File: src/hw/rtl/tte_pkg.sv
// Shared constants, types and a lookup function for the timestamp text to epoch block.
package tte_pkg;

    localparam int CHAR_W  = 8;
    localparam int YEAR_W  = 14;
    localparam int FIELD_W = 7;
    localparam int POS_W   = 5;
    localparam int EPOCH_W = 39;
    localparam int KIND_W  = 2;

    localparam logic [KIND_W-1:0] KIND_INVALID = 2'd0;
    localparam logic [KIND_W-1:0] KIND_DATE    = 2'd1;
    localparam logic [KIND_W-1:0] KIND_TIME    = 2'd2;

    typedef struct packed {
        logic [YEAR_W-1:0]  year;
        logic [FIELD_W-1:0] month;
        logic [FIELD_W-1:0] day;
        logic [FIELD_W-1:0] hour;
        logic [FIELD_W-1:0] minute;
        logic [FIELD_W-1:0] second;
        logic               len_date;
        logic               len_time;
        logic               text_ok;
    } t_fields;

    // days before the first of the month; months outside 1..12 give 0
    function automatic logic [8:0] cum_days(input logic leap, input logic [3:0] month);
        logic [8:0] d;
        begin
            case (month)
                4'd1:    d = 9'd0;
                4'd2:    d = 9'd31;
                4'd3:    d = leap ? 9'd60  : 9'd59;
                4'd4:    d = leap ? 9'd91  : 9'd90;
                4'd5:    d = leap ? 9'd121 : 9'd120;
                4'd6:    d = leap ? 9'd152 : 9'd151;
                4'd7:    d = leap ? 9'd182 : 9'd181;
                4'd8:    d = leap ? 9'd213 : 9'd212;
                4'd9:    d = leap ? 9'd244 : 9'd243;
                4'd10:   d = leap ? 9'd274 : 9'd273;
                4'd11:   d = leap ? 9'd305 : 9'd304;
                4'd12:   d = leap ? 9'd335 : 9'd334;
                default: d = 9'd0;
            endcase
            return d;
        end
    endfunction

endpackage

File: src/hw/rtl/tte_if.sv
// Valid/ready channel interfaces for character input and epoch result words.
interface tte_char_if;
    logic                       valid;
    logic                       ready;
    logic [tte_pkg::CHAR_W-1:0] char_code;
    logic                       end_of_text;

    modport source (output valid, output char_code, output end_of_text, input ready);
    modport sink   (input valid, input char_code, input end_of_text, output ready);
endinterface

interface tte_epoch_if;
    logic                               valid;
    logic                               ready;
    logic signed [tte_pkg::EPOCH_W-1:0] epoch_seconds;
    logic [tte_pkg::KIND_W-1:0]         format_kind;

    modport source (output valid, output epoch_seconds, output format_kind, input ready);
    modport sink   (input valid, input epoch_seconds, input format_kind, output ready);
endinterface

File: src/hw/rtl/tte_parse.sv
// Character parser: checks format, accumulates date/time fields, hands off on end of text.
module tte_parse (
    input  logic             i_clk,
    input  logic             i_rst_n,
    tte_char_if.sink         i_char,
    output logic             o_valid,
    output tte_pkg::t_fields o_fields,
    input  logic             i_ready
);
    import tte_pkg::*;

    localparam logic [POS_W-1:0]  POS_YEAR_END  = 5'd3;
    localparam logic [POS_W-1:0]  POS_MONTH_END = 5'd6;
    localparam logic [POS_W-1:0]  POS_DAY_END   = 5'd9;
    localparam logic [POS_W-1:0]  POS_HOUR_END  = 5'd12;
    localparam logic [POS_W-1:0]  POS_MIN_END   = 5'd15;
    localparam logic [POS_W-1:0]  POS_LAST      = 5'd19;
    localparam logic [POS_W-1:0]  POS_SAT       = 5'd20;
    localparam logic [POS_W-1:0]  LEN_DATE      = 5'd10;
    localparam logic [POS_W-1:0]  LEN_TIME      = 5'd19;
    localparam logic [CHAR_W-1:0] CHAR_NONE     = 8'h00;
    localparam logic [CHAR_W-1:0] CHAR_SLASH    = 8'h2F;
    localparam logic [CHAR_W-1:0] CHAR_SPACE    = 8'h20;
    localparam logic [CHAR_W-1:0] CHAR_COLON    = 8'h3A;
    localparam logic [CHAR_W-1:0] CHAR_ZERO     = 8'h30;
    localparam logic [CHAR_W-1:0] CHAR_NINE     = 8'h39;

    function automatic logic [CHAR_W-1:0] sep_at(input logic [POS_W-1:0] p);
        logic [CHAR_W-1:0] s;
        begin
            case (p)
                5'd4, 5'd7:   s = CHAR_SLASH;
                5'd10:        s = CHAR_SPACE;
                5'd13, 5'd16: s = CHAR_COLON;
                default:      s = CHAR_NONE;
            endcase
            return s;
        end
    endfunction

    function automatic logic [FIELD_W-1:0] acc2(input logic [FIELD_W-1:0] v,
                                                input logic [3:0] d);
        return FIELD_W'(v * FIELD_W'(10) + FIELD_W'(d));
    endfunction

    logic [POS_W-1:0]   r_pos,    n_pos;
    logic [YEAR_W-1:0]  r_year,   n_year;
    logic [FIELD_W-1:0] r_month,  n_month;
    logic [FIELD_W-1:0] r_day,    n_day;
    logic [FIELD_W-1:0] r_hour,   n_hour;
    logic [FIELD_W-1:0] r_minute, n_minute;
    logic [FIELD_W-1:0] r_second, n_second;
    logic               r_ok,     n_ok;
    logic               r_valid;
    t_fields            r_fields;

    logic [CHAR_W-1:0]  sep;
    logic [3:0]         digit;
    logic               accept;

    assign i_char.ready = !r_valid || i_ready;
    assign accept       = i_char.valid && i_char.ready;
    assign o_valid      = r_valid;
    assign o_fields     = r_fields;

    always_comb begin
        n_year   = r_year;
        n_month  = r_month;
        n_day    = r_day;
        n_hour   = r_hour;
        n_minute = r_minute;
        n_second = r_second;
        n_ok     = r_ok;
        sep      = sep_at(r_pos);
        digit    = i_char.char_code[3:0];
        if (r_pos >= POS_LAST) begin
            n_ok = 1'b0;
        end else if (sep != CHAR_NONE) begin
            if (i_char.char_code != sep) begin
                n_ok = 1'b0;
            end
        end else if (!(i_char.char_code inside {[CHAR_ZERO:CHAR_NINE]})) begin
            n_ok = 1'b0;
        end else if (r_pos <= POS_YEAR_END) begin
            n_year = YEAR_W'(r_year * YEAR_W'(10) + YEAR_W'(digit));
        end else if (r_pos <= POS_MONTH_END) begin
            n_month = acc2(r_month, digit);
        end else if (r_pos <= POS_DAY_END) begin
            n_day = acc2(r_day, digit);
        end else if (r_pos <= POS_HOUR_END) begin
            n_hour = acc2(r_hour, digit);
        end else if (r_pos <= POS_MIN_END) begin
            n_minute = acc2(r_minute, digit);
        end else begin
            n_second = acc2(r_second, digit);
        end
        n_pos = (r_pos < POS_SAT) ? r_pos + POS_W'(1) : r_pos;
    end

    always_ff @(posedge i_clk) begin
        if (!i_rst_n) begin
            r_pos    <= '0;
            r_year   <= '0;
            r_month  <= '0;
            r_day    <= '0;
            r_hour   <= '0;
            r_minute <= '0;
            r_second <= '0;
            r_ok     <= 1'b1;
            r_valid  <= 1'b0;
        end else begin
            if (i_char.ready) begin
                r_valid <= accept && i_char.end_of_text;
            end
            if (accept && i_char.end_of_text) begin
                r_pos    <= '0;
                r_year   <= '0;
                r_month  <= '0;
                r_day    <= '0;
                r_hour   <= '0;
                r_minute <= '0;
                r_second <= '0;
                r_ok     <= 1'b1;
            end else if (accept) begin
                r_pos    <= n_pos;
                r_year   <= n_year;
                r_month  <= n_month;
                r_day    <= n_day;
                r_hour   <= n_hour;
                r_minute <= n_minute;
                r_second <= n_second;
                r_ok     <= n_ok;
            end
        end
    end

    always_ff @(posedge i_clk) begin
        if (accept && i_char.end_of_text) begin
            r_fields.year     <= n_year;
            r_fields.month    <= n_month;
            r_fields.day      <= n_day;
            r_fields.hour     <= n_hour;
            r_fields.minute   <= n_minute;
            r_fields.second   <= n_second;
            r_fields.len_date <= (n_pos == LEN_DATE);
            r_fields.len_time <= (n_pos == LEN_TIME);
            r_fields.text_ok  <= n_ok;
        end
    end

endmodule

File: src/hw/rtl/tte_calc.sv
// Epoch arithmetic pipeline: range checks, leap/century terms, day and second totals.
module tte_calc (
    input  logic             i_clk,
    input  logic             i_rst_n,
    input  logic             i_valid,
    input  tte_pkg::t_fields i_fields,
    output logic             o_ready,
    tte_epoch_if.source      o_epoch
);
    import tte_pkg::*;

    localparam int SOD_W  = 19;
    localparam int DAYS_W = 16;
    localparam int PD_W   = 34;
    localparam int PY_W   = 40;
    localparam logic [12:0] RECIP_100 = 13'd5243;
    localparam int          RECIP_SH  = 19;

    // stage 2: checks, offsets, quotients by reciprocal
    logic                    r_s2_v;
    logic [KIND_W-1:0]       r_s2_kind;
    logic [YEAR_W-1:0]       r_s2_year;
    logic [3:0]              r_s2_month;
    logic [FIELD_W-1:0]      r_s2_day;
    logic signed [15:0]      r_s2_ty;
    logic signed [15:0]      r_s2_q4;
    logic [7:0]              r_s2_q100;
    logic                    r_s2_neg100;
    logic [5:0]              r_s2_q400;
    logic                    r_s2_neg400;
    logic [7:0]              r_s2_qy;
    logic [SOD_W-1:0]        r_s2_sod;

    // stage 3: day count
    logic                     r_s3_v;
    logic [KIND_W-1:0]        r_s3_kind;
    logic signed [DAYS_W-1:0] r_s3_days;
    logic signed [15:0]       r_s3_ty70;
    logic [SOD_W-1:0]         r_s3_sod;

    // stage 4: products
    logic                    r_s4_v;
    logic [KIND_W-1:0]       r_s4_kind;
    logic signed [PD_W-1:0]  r_s4_pd;
    logic signed [PY_W-1:0]  r_s4_py;
    logic [SOD_W-1:0]        r_s4_sod;

    // stage 5: output word
    logic                      r_s5_v;
    logic [KIND_W-1:0]         r_s5_kind;
    logic signed [EPOCH_W-1:0] r_s5_epoch;

    logic rdy2, rdy3, rdy4, rdy5;

    assign rdy5    = !r_s5_v || o_epoch.ready;
    assign rdy4    = !r_s4_v || rdy5;
    assign rdy3    = !r_s3_v || rdy4;
    assign rdy2    = !r_s2_v || rdy3;
    assign o_ready = rdy2;

    assign o_epoch.valid         = r_s5_v;
    assign o_epoch.epoch_seconds = r_s5_epoch;
    assign o_epoch.format_kind   = r_s5_kind;

    // stage 2 logic
    logic               ok;
    logic [KIND_W-1:0]  kind;
    logic signed [15:0] ty, a4, a100, a400, q4;
    logic [14:0]        m100;
    logic [12:0]        m400;
    logic [27:0]        p100, py;
    logic [25:0]        p400;
    logic [SOD_W-1:0]   sod;

    always_comb begin
        ok = i_fields.text_ok && (i_fields.len_date || i_fields.len_time)
             && i_fields.month >= FIELD_W'(1) && i_fields.month <= FIELD_W'(12)
             && i_fields.day >= FIELD_W'(1) && i_fields.day <= FIELD_W'(31);
        if (i_fields.len_time) begin
            ok = ok && i_fields.hour <= FIELD_W'(23) && i_fields.minute <= FIELD_W'(59)
                 && i_fields.second <= FIELD_W'(59);
        end
        kind = ok ? (i_fields.len_time ? KIND_TIME : KIND_DATE) : KIND_INVALID;
        ty   = signed'({2'b00, i_fields.year}) - 16'sd1900;
        a4   = ty - 16'sd69;
        q4   = a4[15] ? -((-a4) >>> 2) : (a4 >>> 2);
        a100 = ty - 16'sd1;
        m100 = a100[15] ? 15'(-a100) : 15'(a100);
        a400 = ty + 16'sd299;
        m400 = a400[15] ? 13'((-a400) >>> 2) : 13'(a400 >>> 2);
        p100 = 28'(m100) * 28'(RECIP_100);
        p400 = 26'(m400) * 26'(RECIP_100);
        py   = 28'(i_fields.year) * 28'(RECIP_100);
        sod  = '0;
        if (i_fields.len_time) begin
            sod = SOD_W'(i_fields.second) + SOD_W'(i_fields.minute) * SOD_W'(60)
                  + SOD_W'(i_fields.hour) * SOD_W'(3600);
        end
    end

    // stage 3 logic
    logic [YEAR_W-1:0]        rem;
    logic                     leap;
    logic signed [DAYS_W-1:0] s100, s400, days;

    always_comb begin
        rem  = r_s2_year - YEAR_W'(r_s2_qy * YEAR_W'(100));
        leap = (r_s2_year[1:0] == 2'd0 && rem != '0) || (rem == '0 && r_s2_qy[1:0] == 2'd0);
        s100 = r_s2_neg100 ? -DAYS_W'(r_s2_q100) : DAYS_W'(r_s2_q100);
        s400 = r_s2_neg400 ? -DAYS_W'(r_s2_q400) : DAYS_W'(r_s2_q400);
        days = DAYS_W'(cum_days(leap, r_s2_month)) + DAYS_W'(r_s2_day) - 16'sd1
               + r_s2_q4 - s100 + s400;
    end

    always_ff @(posedge i_clk) begin
        if (!i_rst_n) begin
            r_s2_v <= 1'b0;
            r_s3_v <= 1'b0;
            r_s4_v <= 1'b0;
            r_s5_v <= 1'b0;
        end else begin
            if (rdy2) r_s2_v <= i_valid;
            if (rdy3) r_s3_v <= r_s2_v;
            if (rdy4) r_s4_v <= r_s3_v;
            if (rdy5) r_s5_v <= r_s4_v;
        end
    end

    always_ff @(posedge i_clk) begin
        if (rdy2 && i_valid) begin
            r_s2_kind   <= kind;
            r_s2_year   <= i_fields.year;
            r_s2_month  <= i_fields.month[3:0];
            r_s2_day    <= i_fields.day;
            r_s2_ty     <= ty;
            r_s2_q4     <= q4;
            r_s2_q100   <= p100[RECIP_SH+7:RECIP_SH];
            r_s2_neg100 <= a100[15];
            r_s2_q400   <= p400[RECIP_SH+5:RECIP_SH];
            r_s2_neg400 <= a400[15];
            r_s2_qy     <= py[RECIP_SH+7:RECIP_SH];
            r_s2_sod    <= sod;
        end
        if (rdy3 && r_s2_v) begin
            r_s3_kind <= r_s2_kind;
            r_s3_days <= days;
            r_s3_ty70 <= r_s2_ty - 16'sd70;
            r_s3_sod  <= r_s2_sod;
        end
        if (rdy4 && r_s3_v) begin
            r_s4_kind <= r_s3_kind;
            r_s4_pd   <= PD_W'(r_s3_days) * 34'sd86400;
            r_s4_py   <= PY_W'(r_s3_ty70) * 40'sd31536000;
            r_s4_sod  <= r_s3_sod;
        end
        if (rdy5 && r_s4_v) begin
            r_s5_kind  <= r_s4_kind;
            r_s5_epoch <= (r_s4_kind == KIND_INVALID) ? '0
                          : EPOCH_W'(r_s4_py + PY_W'(r_s4_pd) + signed'(PY_W'(r_s4_sod)));
        end
    end

endmodule

File: src/hw/rtl/timestamp_text_to_epoch.sv
// Top level: timestamp text to POSIX seconds converter.
//
// Input channel i_char carries one character word per handshake; end_of_text
// marks the last character. Texts "YYYY/MM/DD" and "YYYY/MM/DD HH:mm:ss" are
// accepted; any other text or length yields format_kind 0 and epoch 0.
// Output channel o_epoch carries one result word per text: signed 39-bit
// seconds since 1970-01-01 00:00:00 and the format kind (1 date, 2 date+time).
// Throughput: one character word per cycle, sustained while the receiver does not stall.
// The result word passes through the parser register and then four arithmetic
// stages: checks/reciprocal quotients, day total, constant products, sum.
// Characters without end_of_text produce no word and occupy no stage.
// When the receiver stalls, words pile into empty stages; input ready drops
// only once every stage holds a word.
// Reset (synchronous, active low) empties the pipeline and restarts parsing
// at the first character of a new text.
module timestamp_text_to_epoch (
    input  logic        i_clk,
    input  logic        i_rst_n,
    tte_char_if.sink    i_char,
    tte_epoch_if.source o_epoch
);
    import tte_pkg::*;

    logic    parse_valid;
    logic    calc_ready;
    t_fields parse_fields;

    tte_parse u_parse (
        .i_clk    (i_clk),
        .i_rst_n  (i_rst_n),
        .i_char   (i_char),
        .o_valid  (parse_valid),
        .o_fields (parse_fields),
        .i_ready  (calc_ready)
    );

    tte_calc u_calc (
        .i_clk    (i_clk),
        .i_rst_n  (i_rst_n),
        .i_valid  (parse_valid),
        .i_fields (parse_fields),
        .o_ready  (calc_ready),
        .o_epoch  (o_epoch)
    );

endmodule

File: src/flat_wrapper.sv
// flat-port wrapper written by rule: the top's interface ports become plain ports
module timestamp_text_to_epoch_flat import tte_pkg::*;
  (i_clk, i_rst_n, i_char_valid, i_char_char_code, i_char_end_of_text, i_char_ready, o_epoch_valid, o_epoch_epoch_seconds, o_epoch_format_kind, o_epoch_ready);
  tte_char_if i_char_i ();
  tte_epoch_if o_epoch_i ();
  input  logic i_clk;
  input  logic i_rst_n;
  input wire logic [$bits(i_char_i.valid)-1:0] i_char_valid;
  input wire logic [$bits(i_char_i.char_code)-1:0] i_char_char_code;
  input wire logic [$bits(i_char_i.end_of_text)-1:0] i_char_end_of_text;
  output wire logic [$bits(i_char_i.ready)-1:0] i_char_ready;
  output wire logic [$bits(o_epoch_i.valid)-1:0] o_epoch_valid;
  output wire logic [$bits(o_epoch_i.epoch_seconds)-1:0] o_epoch_epoch_seconds;
  output wire logic [$bits(o_epoch_i.format_kind)-1:0] o_epoch_format_kind;
  input wire logic [$bits(o_epoch_i.ready)-1:0] o_epoch_ready;
  assign i_char_i.valid = i_char_valid;
  assign i_char_i.char_code = i_char_char_code;
  assign i_char_i.end_of_text = i_char_end_of_text;
  assign i_char_ready = i_char_i.ready;
  assign o_epoch_valid = o_epoch_i.valid;
  assign o_epoch_epoch_seconds = o_epoch_i.epoch_seconds;
  assign o_epoch_format_kind = o_epoch_i.format_kind;
  assign o_epoch_i.ready = o_epoch_ready;
  timestamp_text_to_epoch u_core (.i_clk(i_clk), .i_rst_n(i_rst_n), .i_char(i_char_i), .o_epoch(o_epoch_i));
endmodule
File: config.mk
export PLATFORM = sky130hd
export DESIGN_NAME = timestamp_text_to_epoch_flat
export DESIGN_NICKNAME = d
export VERILOG_FILES = /design/src/hw/rtl/tte_pkg.sv /design/src/hw/rtl/tte_if.sv /design/src/hw/rtl/tte_parse.sv /design/src/hw/rtl/tte_calc.sv /design/src/hw/rtl/timestamp_text_to_epoch.sv /design/src/flat_wrapper.sv
export SDC_FILE = /design/constraint.sdc
export NUM_CORES = 2
export LEC_CHECK = 0
export BUFFER_PORTS_ARGS = -buffer_cell sky130_fd_sc_hd__clkbuf_2
export CELL_PAD_IN_SITES_DETAIL_PLACEMENT = 2
export CELL_PAD_IN_SITES_GLOBAL_PLACEMENT = 2
export CORE_ASPECT_RATIO = 0.75
export CORE_UTILIZATION = 48
export CTS_CLUSTER_SIZE = 28
export DETAILED_ROUTE_END_ITERATION = 8
export GPL_TIMING_DRIVEN = 0
export PLACE_DENSITY_LB_ADDON = 0.1
export SLEW_MARGIN = 5
export SYNTH_ARGS = -nofsm -noshare
export SYNTH_HDL_FRONTEND = slang
export SYNTH_HIERARCHICAL = 1
export SYNTH_SLANG_ARGS = --single-unit
File: constraint.sdc
create_clock -name i_clk -period 19.45 [get_ports i_clk]
set_clock_uncertainty 0.2 [all_clocks]
set_input_delay 1.945 -clock i_clk [delete_from_list [all_inputs] [get_ports i_clk]]
set_output_delay 1.945 -clock i_clk [all_outputs]
set_load 0.02 [all_outputs]
## Word level (Yosys, flattened, before mapping)

Index checks and enable logic that the tools add are counted.

| word-level totals | value |
|---|---|
| bits in registers | 387 |
| input bits | 13 |
| output and inout port bits | 43 |
| word-level logic and storage cells | 223 |

| operators by class | value |
|---|---|
| add/sub/neg operators | 28 |
| multiply operators | 14 |
| $lt $le $gt $ge | 16 |
| eq/ne operators | 19 |
| mux-type cells | 62 |
| bitwise logic cells | 1 |
| reductions and logical operators | 38 |

Operator list:

| kind | number |
|---|---|
| 2-to-1 mux 7 bit | 34 |
| one-hot mux 9 bit (11 select lines) | 1 |
| 2-to-1 mux 14 bit | 4 |
| adder 39 x 20 -> 39 bit | 1 |
| adder 39 x 34 -> 39 bit | 1 |
| adder 7 x 4 -> 7 bit | 5 |
| multiplier 7 x 3 -> 6 bit, second input constant | 5 |
| adder 16 bit | 2 |
| multiplier 16 x 19 -> 32 bit, second input constant | 1 |
| 2-to-1 mux 16 bit | 2 |
| subtractor 15 x 8 -> 16 bit, second input constant | 2 |
| negator 15 bit | 2 |
| multiplier 14 x 13 -> 27 bit, second input constant | 1 |
| multiplier 15 x 13 -> 27 bit, second input constant | 1 |
| multiplier 16 x 11 -> 27 bit, second input constant | 1 |
| 2-to-1 mux 13 bit | 2 |
| multiplier 13 x 13 -> 25 bit, second input constant | 1 |
| equality test 4 bit, second input constant | 5 |
| adder 14 x 19 -> 19 bit | 1 |
| one-hot mux 6 bit (3 select lines) | 1 |
| logical AND 1 bit | 17 |
| adder 15 x 10 -> 16 bit, second input constant | 1 |
| equality test 4 x 3 -> 1 bit, second input constant | 4 |
| negator 14 -> 16 bit | 1 |
| other kinds (46) | 82 |

## Depth between registers and ports, before layout

| depth | value |
|---|---|
| depth in word-level cells | 12 |
| gate-level depth with buffers | 39 |
| mapped depth without buffers | 39 |

## By module

Netlist, hierarchy kept.

Modules (own cells, without submodules):

| module | times used | cells each | area each (um2) | seq. area each (um2) |
|---|---|---|---|---|
| tte_calc | 1 | 3456 | 36291.1 | 8277.9 |
| tte_parse | 1 | 620 | 6557.5 | 2682.6 |

## Worst setup path after synthesis

Ideal clock, no wire load.

| path | value |
|---|---|
| path kind | flip-flop to flip-flop |
| from | reg u_core.u_calc.r_s2_qy[2] |
| to | reg u_core.u_calc.r_s3_days[14] (data pin) |
| library setup time | 258 ps |
| arrival time | 8045 ps |
| required time | 18992 ps |
| setup slack | 10947 ps |
| cell stages (with the launch flop) | 36 |
| buffers on the path | 0 |
| clock period less this slack | 8503 ps |
| path through | edfxtp_1 > ha_1 > ha_1 > fa_1 > ha_1 > a21oi_1 > nor2_1 > o21a_1 > nor2_1 > xor2_1 > ha_1 > o41a_1 > a2111oi_0 > o21a_1 > nor2_1 > a2111oi_0 > nor3_1 > ha_1 > inv_1 > ha_1 > fa_1 > inv_1 > fa_1 > inv_1 > ha_1 > a21o_1 > a21oi_1 > o21ai_0 > a21oi_1 > o21ai_0 > a21oi_1 > o21ai_0 > a2111oi_0 > o31ai_1 > a21oi_1 > xnor2_1 |

| on the way | value |
|---|---|
| longest elaborated chain between the ends | 12 |
| elaborated cells between the ends (all ways) | 23 |
| those cells by class | 6 x add/sub; 1 x mul; 11 x mux; 5 x reduce/logical |

RTL lines:

| item | RTL line | text |
|---|---|---|
| start, declared | tte_calc.sv:31 | `logic [7:0] r_s2_qy;` |
| start signal, assigned | tte_calc.sv:141 | `r_s2_qy <= py[RECIP_SH+7:RECIP_SH];` |
| multiplier 8 x 5 -> 12 bit (*) | tte_calc.sv:107 | `rem = r_s2_year - YEAR_W'(r_s2_qy * YEAR_W'(100));` |
| subtractor 14 bit (*) | tte_calc.sv:107 |  |
| nonzero test 14 bit / zero test 14 bit (equally long branches) | tte_calc.sv:108 | `leap = (r_s2_year[1:0] == 2'd0 && rem != '0) \|\| (rem == '0 && r_s2_qy[1:0] == 2'd0);` |
| logical AND 1 bit | tte_calc.sv:108 |  |
| logical OR 1 bit (*) | tte_calc.sv:108 |  |
| 2-to-1 mux 1 bit (tied with other cells) | n/a |  |
| one-hot mux 9 bit (11 select lines) (*) | tte_pkg.sv:31 | `case (month)` |
| adder 9 x 7 -> 10 bit (*) | tte_calc.sv:111 | `days = DAYS_W'(cum_days(leap, r_s2_month)) + DAYS_W'(r_s2_day) - 16'sd1` |
| subtractor 10 x 1 -> 11 bit (*) | tte_calc.sv:111 |  |
| adder 16 bit (*) | tte_calc.sv:112 | `+ r_s2_q4 - s100 + s400;` |
| subtractor 16 bit (*) | tte_calc.sv:112 |  |
| adder 16 bit (*) | tte_calc.sv:112 |  |
| via u_core.u_calc.days[14] | tte_calc.sv:104 | `logic signed [DAYS_W-1:0] s100, s400, days;` |
| end signal, assigned | tte_calc.sv:146 | `r_s3_days <= days;` |
| end, declared | tte_calc.sv:37 | `logic signed [DAYS_W-1:0] r_s3_days;` |

Mark *: on every way through the listed nets, which the timed path passes. The rest lies on a longest branch.
A chain may end at the register's enable or synchronous reset.

## Worst setup path in the final report

Ends and elaborated chain as after synthesis.

==> results.sh <==
export IMPL_die_w_um=347
export IMPL_start_util_pct=48.6
export IMPL_diodes=0
export IMPL_critPathCaptureType="register"
export IMPL_fmax_ghz=0.0876
export IMPL_fill_cells=8900
export IMPL_seq_area_frac_synth_pct=25.6
export IMPL_wirelength_um=143000
export IMPL_hold_violations=0
export IMPL_post_cts_setup_buffer_count=0
export IMPL_synth_ff_type="edfxtp_1"
export IMPL_core_area_sq_mm=0.0881
export IMPL_criticalPathCategory="reg -> reg"
export IMPL_grt_overflow_total=0
export IMPL_period_needed_ns=11.42
export IMPL_drv_cap=0
export IMPL_track_usage_pct=31.9
export IMPL_cts_buffers=44
export IMPL_cp_start_kind="register"
export IMPL_crit_buf_inv=3
export IMPL_vias=31100
export IMPL_clk_pin_slew_ns=0.08
export IMPL_cp_slowest_cell="a2111oi_0"
export IMPL_whs_ns=0.225
export IMPL_ant_nets=0
export IMPL_avgSynthCellArea_sq_um=10.5
export IMPL_layout_nets=5381
export IMPL_cpPeakStageDelay_ns=1.01
export IMPL_ys_seq_elements=385
export IMPL_drc=0
export IMPL_crit_path_frequent_cell="ha_1"
export IMPL_mappedNetlistArea_sq_mm=0.0428
export IMPL_initialDrtViolationCount=1890
export IMPL_status="finished clean"
export IMPL_final_common_cell="ha_1"
export IMPL_synth_distinct_cells=101
export IMPL_die_height_um=261
export IMPL_cts_sinks=385
export IMPL_hp_class="reg -> reg"
export IMPL_clkLatencyLatePin_ns=0.62
export IMPL_hold_buffers=0
export IMPL_cts_tree="done"
export IMPL_rsz0062_at_grt="false"
export IMPL_place_area_sq_mm=0.0448
export IMPL_fin_cells=5375
export IMPL_via_per_inst=5.79
export IMPL_ys_warn_count=6
export IMPL_antenna_found_initial=3
export IMPL_report_final_slew_viol_count=0
export IMPL_hpwl_um=110000
export IMPL_grt_pass1_vias=36500
export IMPL_cp_max_fo=6
export IMPL_setup_violations=0
export IMPL_fin_util_pct=52.6
export IMPL_arrival_ns=11.62
export IMPL_setup_tns_ns=0
export IMPL_peakVddDrop_v=0.000202
export IMPL_ctsResizeCount=0
export IMPL_htree_levels=2
export IMPL_worstMarginPinSlew_ns=1.25
export IMPL_power_leakage_nw=22.0
export IMPL_synth_edf_count=325
export IMPL_power_mw=6.66
export IMPL_cts_root_buf="clkbuf_16"
export IMPL_numPortBuffers=55
export IMPL_layout_common_cells="ha_1 (791), inv_1 (777), fa_1 (390), edfxtp_1 (325), xnor2_1 (235)"
export IMPL_layout_drive_gt1_share_pct=5.85
export IMPL_placed_cells=5293
export IMPL_synth_cells=4076
export IMPL_place_gp_congestion=0.892
export IMPL_post_drt_wl_per_cell_um=26.6
export IMPL_regToRegSetupSlack_ns=8.03
export IMPL_areaGrowthSynthToFinish_pct=8.08
export IMPL_fin_crit_sh_pct=58.7
export IMPL_async_flop_share_pct=0
export IMPL_relSlewSlack_pct=15.8
export IMPL_crit_required_ns=19.65
export IMPL_syn_nets=5270
export IMPL_crit_family="compound AO/OA/AOI/OAI gates"
export IMPL_clock_path_buffers=3
export IMPL_p_per_area_mw_per_mm2=144
export IMPL_pre_cts_ws_ns=8.72
export IMPL_stdcell_area_sq_mm=0.0463
export IMPL_dieArea_sq_mm=0.0905
export IMPL_io_pins=56
export IMPL_std_cell_rows=94
export IMPL_grt_pass1_wl_um=222000
export IMPL_grt_max_degree=35
export IMPL_first_pass_iters=5
export IMPL_fin_ws_ns=8.03
flip-flops by register name (all words and copies together) (netlist names), 19 cells and up:
| register | count |
|---|---|
| u_core/u_calc/o_epoch.epoch_seconds | 39 |
| u_core/u_calc/r_s2_sod | 19 |
| u_core/u_calc/r_s3_sod | 19 |
| u_core/u_calc/r_s4_pd | 27 |
| u_core/u_calc/r_s4_py | 32 |
| u_core/u_calc/r_s4_sod | 19 |
| u_core/u_parse/o_fields | 52 |
final timing paths:
check	from	endpoint	cells after the start
max	u_core/u_calc/r_s2_qy[2]	u_core/u_calc/r_s3_days[14]	37
min	u_core/u_calc/r_s2_sod[1]	u_core/u_calc/r_s3_sod[1]	0
max reg2reg	u_core/u_calc/r_s2_qy[2]	u_core/u_calc/r_s3_days[14]	37
min reg2reg	u_core/u_calc/r_s2_sod[1]	u_core/u_calc/r_s3_sod[1]	0
cells in the mapped netlist (71+ instances only):
master	instances	area [sq um]
xor2_1	92	806
xnor2_1	235	2060
inv_1	778	2920
o21ai_0	102	510
ha_1	791	9900
edfxtp_1	325	9760
nor2_1	221	830
fa_1	390	7810
nand2_1	121	454
a21oi_1	155	776
a21o_1	71	533
nor3_1	72	360
layout make-up:
cell class	count	area [sq um]	share of cell area, %
Multi-Input combinational cell	2843	28700	62.0
Sequential cell	385	11000	23.7
Inverter	791	2970	6.41
Tap cell	1152	1440	3.11
Clock buffer	56	1180	2.54
Timing Repair Buffer	65	505	1.09
Clock inverter	26	297	0.640
Buffer	57	253	0.546
routing by layer:
layer	vias to the layer above	global-route usage (%)	wire, um
met3	253	3.81	5600
met2	722	57.3	71800
li1	13900	-	-
met4	2	9.19	3900
met5	-	0	15
met1	16200	40.4	61400
where the power goes:
group	switching, mW	internal, mW	leakage [nW]
clock network	0.399	0.501	0.721
registers	0.0577	1.08	3.48
logic	2.77	1.85	17.8
total	3.22	3.44	22.0
cells by family (layout without fill, tap and decap cells):
group | after synthesis | after routing | share of synthesized area (%)
XOR/XNOR | 331 | 331 | 6.90
AND/OR/NAND/NOR | 694 | 694 | 8.13
adder cells (fa/ha/maj) | 1181 | 1181 | 41.3
flip-flops | 385 | 385 | 25.6
multiplexers | 68 | 68 | 1.73
buffers and inverters | 848 | 995 | 7.52
AO/OA/AOI/OAI | 569 | 569 | 8.83
(Power assumes the default switching activity.)
